File: src/rtl/core/assert_macros.svh
// Assertion macros shared by the list unit RTL.
`ifndef ASSERT_MACROS_SVH
`define ASSERT_MACROS_SVH

// Check a property on every rising clock edge outside reset.
`define ASSERT_CLK(lbl, clk, rst_n, prop, msg) \
    lbl: assert property (@(posedge clk) disable iff (!rst_n) (prop)) \
        else $error(msg);

// Check that a condition never holds on a rising clock edge outside reset.
`define ASSERT_NEVER(lbl, clk, rst_n, cond, msg) \
    lbl: assert property (@(posedge clk) disable iff (!rst_n) !(cond)) \
        else $error(msg);

`endif

File: src/rtl/core/slid_pkg.sv
// Shared codes, port widths and controller/datapath interface types of the list unit.
package slid_pkg;

    // Fixed field widths of the transaction ports
    localparam int OP_W       = 2;
    localparam int POS_W      = 8;
    localparam int CNT_W      = 8;
    localparam int IO_VALUE_W = 32;
    localparam int STATUS_W   = 2;
    localparam int LEN_OUT_W  = 8;

    // Operation codes
    localparam logic [OP_W-1:0] OP_INSERT = 2'd0;
    localparam logic [OP_W-1:0] OP_DELETE = 2'd1;
    localparam logic [OP_W-1:0] OP_READ   = 2'd2;

    // Status codes
    localparam logic [STATUS_W-1:0] ST_OK   = 2'd0;
    localparam logic [STATUS_W-1:0] ST_BAD  = 2'd1;
    localparam logic [STATUS_W-1:0] ST_FULL = 2'd2;

    // Commands from the controller to the datapath
    typedef struct packed {
        logic load;        // latch the accepted transaction
        logic check;       // latch status, arm the shift counters
        logic rd_issue;    // read the entry at the position
        logic rd_capture;  // move read data to the result register
        logic place;       // write the insert value, grow the list
        logic shrink;      // drop the deleted entries from the length
    } t_dp_cmd;

    // Status from the datapath to the controller
    typedef struct packed {
        logic [STATUS_W-1:0] chk_status;
        logic                is_insert;
        logic                is_read;
        logic                shift_idle;
    } t_dp_sts;

endpackage

File: src/rtl/core/slid_ctrl.sv
// Controller state machine of the list unit: sequences check, shift, place and read.
module slid_ctrl (
    input  logic              i_clk,
    input  logic              i_rst_n,
    input  logic              start,
    output logic              busy,
    output logic              o_done,
    output slid_pkg::t_dp_cmd o_cmd,
    input  slid_pkg::t_dp_sts i_sts
);
    import slid_pkg::*;

    typedef enum logic [1:0] {
        S_IDLE,
        S_CHECK,
        S_SHIFT,
        S_RDCAP
    } t_state;

    t_state r_state, n_state;
    logic   r_busy;
    logic   r_done;

    // Decode next state and datapath commands
    always_comb begin
        n_state = r_state;
        o_cmd   = '0;
        unique case (r_state)
            S_IDLE: begin
                if (start) begin
                    o_cmd.load = 1'b1;
                    n_state    = S_CHECK;
                end
            end
            S_CHECK: begin
                o_cmd.check = 1'b1;
                if (i_sts.chk_status != ST_OK) begin
                    n_state = S_IDLE;
                end else if (i_sts.is_read) begin
                    o_cmd.rd_issue = 1'b1;
                    n_state        = S_RDCAP;
                end else begin
                    n_state = S_SHIFT;
                end
            end
            S_SHIFT: begin
                if (i_sts.shift_idle) begin
                    if (i_sts.is_insert) begin
                        o_cmd.place = 1'b1;
                    end else begin
                        o_cmd.shrink = 1'b1;
                    end
                    n_state = S_IDLE;
                end
            end
            S_RDCAP: begin
                o_cmd.rd_capture = 1'b1;
                n_state          = S_IDLE;
            end
            default: begin
                n_state = S_IDLE;
            end
        endcase
    end

    // Hold state, busy flag and result strobe
    always_ff @(posedge i_clk) begin
        if (!i_rst_n) begin
            r_state <= S_IDLE;
            r_busy  <= 1'b0;
            r_done  <= 1'b0;
        end else begin
            r_state <= n_state;
            r_busy  <= (n_state != S_IDLE);
            r_done  <= (r_state != S_IDLE) && (n_state == S_IDLE);
        end
    end

    assign busy   = r_busy;
    assign o_done = r_done;

`include "assert_macros.svh"

    `ASSERT_CLK(a_accept_busy, i_clk, i_rst_n, (start && !r_busy) |=> r_busy, "busy not raised")
    `ASSERT_NEVER(a_done_busy, i_clk, i_rst_n, r_done && r_busy, "result while busy")
    `ASSERT_CLK(a_done_after_work, i_clk, i_rst_n, r_done |-> $past(r_busy), "stray result")

endmodule

File: config.mk
export PLATFORM = sky130hd
export DESIGN_NAME = slid_ctrl
export DESIGN_NICKNAME = d
export VERILOG_FILES = /design/src/rtl/core/slid_pkg.sv /design/src/rtl/core/slid_ctrl.sv
export VERILOG_INCLUDE_DIRS = /design/src /design/src/rtl/core
export SDC_FILE = /design/constraint.sdc
export NUM_CORES = 1
export LEC_CHECK = 0
export BUFFER_PORTS_ARGS = -buffer_cell sky130_fd_sc_hd__buf_2
export CORE_AREA = 2 2 39 41
export CTS_CLUSTER_SIZE = 24
export DETAILED_ROUTE_END_ITERATION = 16
export DIE_AREA = 0 0 41 43
export PLACE_DENSITY = 0.48
export SLEW_MARGIN = 20
export SYNTH_ARGS = -nofsm -noshare
export SYNTH_HDL_FRONTEND = slang
export SYNTH_SLANG_ARGS = --single-unit
File: constraint.sdc
create_clock -name i_clk -period 1.4 [get_ports i_clk]
set_input_delay 0.14 -clock i_clk [delete_from_list [all_inputs] [get_ports i_clk]]
set_output_delay 0.14 -clock i_clk [all_outputs]
set_load 0.005 [all_outputs]
# == Word level (Yosys, flattened, before mapping) ==
# Cells that the tools add are included.
# word_totals
latchBits,0
mem_bits_ro,0
reg_bits,4
word_cells,27
ram_bits,0
n_memories,0
# op_classes
n_div,0
n_reduce_logical,6
multipliers,0
n_eq_ne,3
n_mux,15
n_shift,0
add_sub_neg,0
bitwise,0
magnitude_cmp,0
# ops
operator,n
2-bit 2-to-1 mux,6
1-bit 2-to-1 mux,8
2-bit one-hot mux with 4 select lines,1
2-bit nonzero test,3
2-bit == test (second input constant),2
2-bit zero test,2
2-bit by 1-bit == test with 1-bit output (second input constant),1
1-bit logical AND,1

# == Longest topological paths before layout ==
# depth
depth_word,5
depth_mapped,3
depth_no_buf,3

# == Least setup slack after synthesis ==
# Ideal clock, no wire load.
# synth_path
path_type,flip-flop to flip-flop
startpoint,register r_state[1]
endpoint,register r_state[0]
path_stages_with_launch,4
path_slack_ps,402
required_ps,1341
arrival_time_ps,939
setup_ps,59
n_path_buf,0
path_cell_list,dfxtp_1 nor4b_4 and2_4 o21a_1
# synth_via
elab_chain_cells,2
word_cells_on_any_way,5
# synth_rtl
element,line,text
from (decl),slid_ctrl.sv:20,"t_state r_state, n_state;"
from (signal assigned),slid_ctrl.sv:73,r_state <= n_state;
2-bit == test (tied with other cells),slid_ctrl.sv:28,unique case (r_state)
2-bit one-hot mux with 4 select lines *,slid_ctrl.sv:28,
# Mark *: on every way between the ends. The rest lies on a longest branch, timed or not.
# A chain may end at the register's enable or synchronous reset.

==> impl_metrics.xml <==
<?xml version="1.0" encoding="UTF-8"?>
<metrics>
  <group name="timing">
    <metric name="slew_headroom" unit="%">82.0</metric>
    <metric name="timing.fmax" unit="MHz">763</metric>
    <metric name="timing.final.hold_violations" unit="">0</metric>
    <metric name="setup_violations" unit="">0</metric>
    <metric name="rsz0062_at_grt" unit="">false</metric>
    <metric name="final_max_slew_viol_count" unit="">0</metric>
    <metric name="max_slew.worst_pin.slew" unit="ns">0.270</metric>
    <metric name="fin_skew" unit="ns">0.00630</metric>
    <metric name="fin_setup_tns" unit="ns">0</metric>
    <metric name="layout_min_cycle_time" unit="ns">1.31</metric>
    <metric name="period_share" unit="%">93.6</metric>
  </group>
  <group name="clocking">
    <metric name="cts.htree.levels" unit="">1</metric>
    <metric name="tritoncts" unit="">done</metric>
    <metric name="clock-sinks" unit="">4</metric>
    <metric name="max-clock-path-buffers" unit="">2</metric>
    <metric name="cts_inserted_buffers" unit="">3</metric>
    <metric name="clockRootBuffer" unit="">clkbuf_4</metric>
    <metric name="clkTransAtPathRegs" unit="ns">0.04</metric>
    <metric name="post_cts_hold_buffer_count" unit="">0</metric>
    <metric name="clk_latency" unit="ns">0.24</metric>
  </group>
  <group name="floorplan">
    <metric name="number_of_rows_created_at_floorplan" unit="">14</metric>
    <metric name="initial_core_util" unit="%">15.2</metric>
    <metric name="die_area" unit="mm^2">0.00176</metric>
    <metric name="core-area" unit="mm^2">0.00138</metric>
    <metric name="ioPinCount" unit="">16</metric>
    <metric name="die_height" unit="um">43</metric>
    <metric name="chipWidth" unit="um">41</metric>
  </group>
  <group name="grt">
    <metric name="first_global_vias" unit="">191</metric>
    <metric name="grt_pass1_wl" unit="um">765</metric>
    <metric name="total_congestion_overflow" unit="">0</metric>
    <metric name="grt_antenna_before_repair" unit="">0</metric>
    <metric name="globalRouteTotalUtil" unit="%">6.73</metric>
    <metric name="grt_start_max_net_pins" unit="">10</metric>
  </group>
  <group name="detailed_routing">
    <metric name="dr.pass1.iters" unit="">2</metric>
    <metric name="num_vias" unit="">214</metric>
    <metric name="avgRoutedWirePerCell" unit="um">9.72</metric>
    <metric name="route.final.wire_length" unit="um">515</metric>
    <metric name="final_antenna_net_count" unit="">0</metric>
    <metric name="drt_iter0_markers" unit="">4</metric>
    <metric name="remaining_drc_errors" unit="">0</metric>
    <metric name="detail_route.vias_per_cell" unit="">4.04</metric>
  </group>
  <group name="critical_path">
    <metric name="timing_worst_setup_path_type" unit="">reg -&gt; out</metric>
    <metric name="critPathSlowestCell" unit="">dfxtp_1</metric>
    <metric name="critical_path.cell_chain" unit="">nor4b_4 &gt; and2_4 &gt; buf_2</metric>
    <metric name="crit_required" unit="ns">1.26</metric>
    <metric name="critPathMaxStageDelay" unit="ns">0.37</metric>
    <metric name="path_buf_inv" unit="">1</metric>
    <metric name="worst-path-max-fanout" unit="">8</metric>
    <metric name="worst_setup_path_start_kind" unit="">register</metric>
    <metric name="end_kind" unit="">output port</metric>
    <metric name="crit_family" unit="">simple AND/OR/NAND/NOR gates</metric>
    <metric name="cp_data_arrival_time" unit="ns">1.17</metric>
  </group>
  <group name="outcome">
    <metric name="result_of_the_run" unit="">finished, final reports clean</metric>
  </group>
  <group name="run">
    <metric name="number_of_max_cap_violations" unit="">0</metric>
  </group>
  <group name="final_layout">
    <metric name="mostFrequentLayoutCells" unit="">15 x buf_2, 3 x dfxtp_1, 3 x clkbuf_4</metric>
    <metric name="ratio_of_cells_with_drive_above_1_in_the_final_layout" unit="%">75.7</metric>
    <metric name="mostFrequentLayoutCell" unit="">buf_2</metric>
    <metric name="nNetsFinal" unit="">47</metric>
    <metric name="fillCellCount" unit="">154</metric>
    <metric name="synthToLayoutAreaGrowth" unit="%">62.5</metric>
    <metric name="insertedDiodeCount" unit="">0</metric>
  </group>
  <group name="power_and_ir_drop">
    <metric name="power_switching" unit="mW">0.0711</metric>
    <metric name="power_after_layout" unit="mW">0.314</metric>
    <metric name="leakagePower" unit="nW">0.165</metric>
    <metric name="p_int" unit="mW">0.243</metric>
    <metric name="switching_share" unit="%">22.7</metric>
    <metric name="power_frac_seq" unit="%">40.5</metric>
    <metric name="power_frac_comb" unit="%">13.3</metric>
    <metric name="clock_power_share" unit="%">46.2</metric>
    <metric name="worst_ir_drop_vdd" unit="V">0.000324</metric>
    <metric name="power_density" unit="mW/mm^2">918</metric>
  </group>
  <group name="place">
    <metric name="io_buffers" unit="">15</metric>
    <metric name="global_placer_s_final_weighted_congestion" unit="">0.647</metric>
  </group>
  <group name="synthesis">
    <metric name="number_of_synthesized_register_bits" unit="">4</metric>
    <metric name="seq_area_frac_synth" unit="%">38.1</metric>
    <metric name="mappedNetlistArea" unit="um^2">210</metric>
    <metric name="synth_nets" unit="">26</metric>
    <metric name="post_synth_num_cell_types" unit="">12</metric>
    <metric name="yosys_warnings" unit="">0</metric>
    <metric name="synth_area_per_cell" unit="um^2">11.7</metric>
    <metric name="synth_cells" unit="">18</metric>
  </group>
  <group name="worst_hold_path">
    <metric name="type_of_the_most_critical_hold_path" unit="">in -&gt; reg</metric>
  </group>
</metrics>
area by class of cell:
class | count | area (um^2) | share of cell area [%]
Sequential cell | 4 | 81.3 | 23.8
Timing Repair Buffer | 16 | 82.6 | 24.2
Multi-Input combinational cell | 14 | 135 | 39.6
Tap cell | 16 | 20.0 | 5.86
Clock buffer | 3 | 22.5 | 6.59
layer usage:
layer	routed length, um	GRT usage, %	vias to the layer above
met5	0	0	-
met4	0	6.00	0
met3	92	3.66	0
met2	168	6.88	17
met1	254	9.35	88
li1	-	-	109
kinds of logic (layout without fill, tap and decap cells):
kind of cell | after synthesis | count (layout) | share of synthesized area [%]
AND/OR/NAND/NOR | 8 | 8 | 41.7
buffers and inverters | 0 | 19 | 0
flip-flops | 4 | 4 | 38.1
AO/OA/AOI/OAI | 6 | 6 | 20.2
power by group through the flow:
stage | registers [mW] | clock network [mW] | logic, mW
detailed placement | 0.128 | 0 | 0.0401
finish | 0.127 | 0.145 | 0.0418
CTS | 0.126 | 0.149 | 0.0416
global route | 0.128 | 0.155 | 0.0463
global placement | 0.128 | 0 | 0.0407
floorplan | 0.127 | 0 | 0.0164
repair_timing:
action / in CTS / in global routing
endpoints found under the hold margin: 0 / 0
gates cloned: 0 / 0
endpoints found under the setup margin: 1 / 2
buffers inserted: 1 / 0
pin swaps: 0 / 1
gates resized for setup: 0 / 2
registers in the layout, summed over array words and instances (netlist names):
| name | count |
|---|---|
| r_state | 2 |
| busy | 1 |
| o_done | 1 |
final timing paths:
| check | slack (ns) | endpoint | startpoint | depth (start not counted) |
|---|---|---|---|---|
| worst min register to register | 0.56 | o_done$_SDFF_PN0_ | r_state[0]$_SDFF_PN0_ | 2 |
| worst min-delay path | 0.15 | r_state[1]$_SDFF_PN0_ | i_rst_n | 2 |
| worst max-delay path | 0.09 | o_cmd[3] | r_state[1]$_SDFF_PN0_ | 3 |
| worst max register to register | 0.26 | busy$_SDFF_PN0_ | r_state[1]$_SDFF_PN0_ | 3 |
cell usage after synthesis (all sizes together):
cell type  count  share of area [%]
and2b          1                4.2
o21ai          2                4.8
dfxtp          4                 38
and4bb         1                6.0
nor4b          1                 11
nor3b          2                7.1
o31a           1                4.8
o21a           2                7.1
and2           2                7.7
a21boi         1                3.6
and4b          1                5.4
stage by stage:
| stage | hold slack [ns] | cell area, um^2 | utilization [%] | setup WS (ns) | std cells |
|---|---|---|---|---|---|
| floorplan | 0.258 | 210 | - | 0.402 | 18 |
| global placement | 0.396 | 305 | 22.1 | 0.236 | 49 |
| detailed placement | 0.398 | 305 | 22.1 | 0.229 | 49 |
| CTS | 0.154 | 335 | 24.2 | 0.0135 | 53 |
| global route | 0.165 | 342 | 24.7 | 0.0228 | 53 |
| finish | 0.153 | 342 | 24.7 | 0.0891 | 53 |
Note: power is estimated with default switching activity, not from simulation.
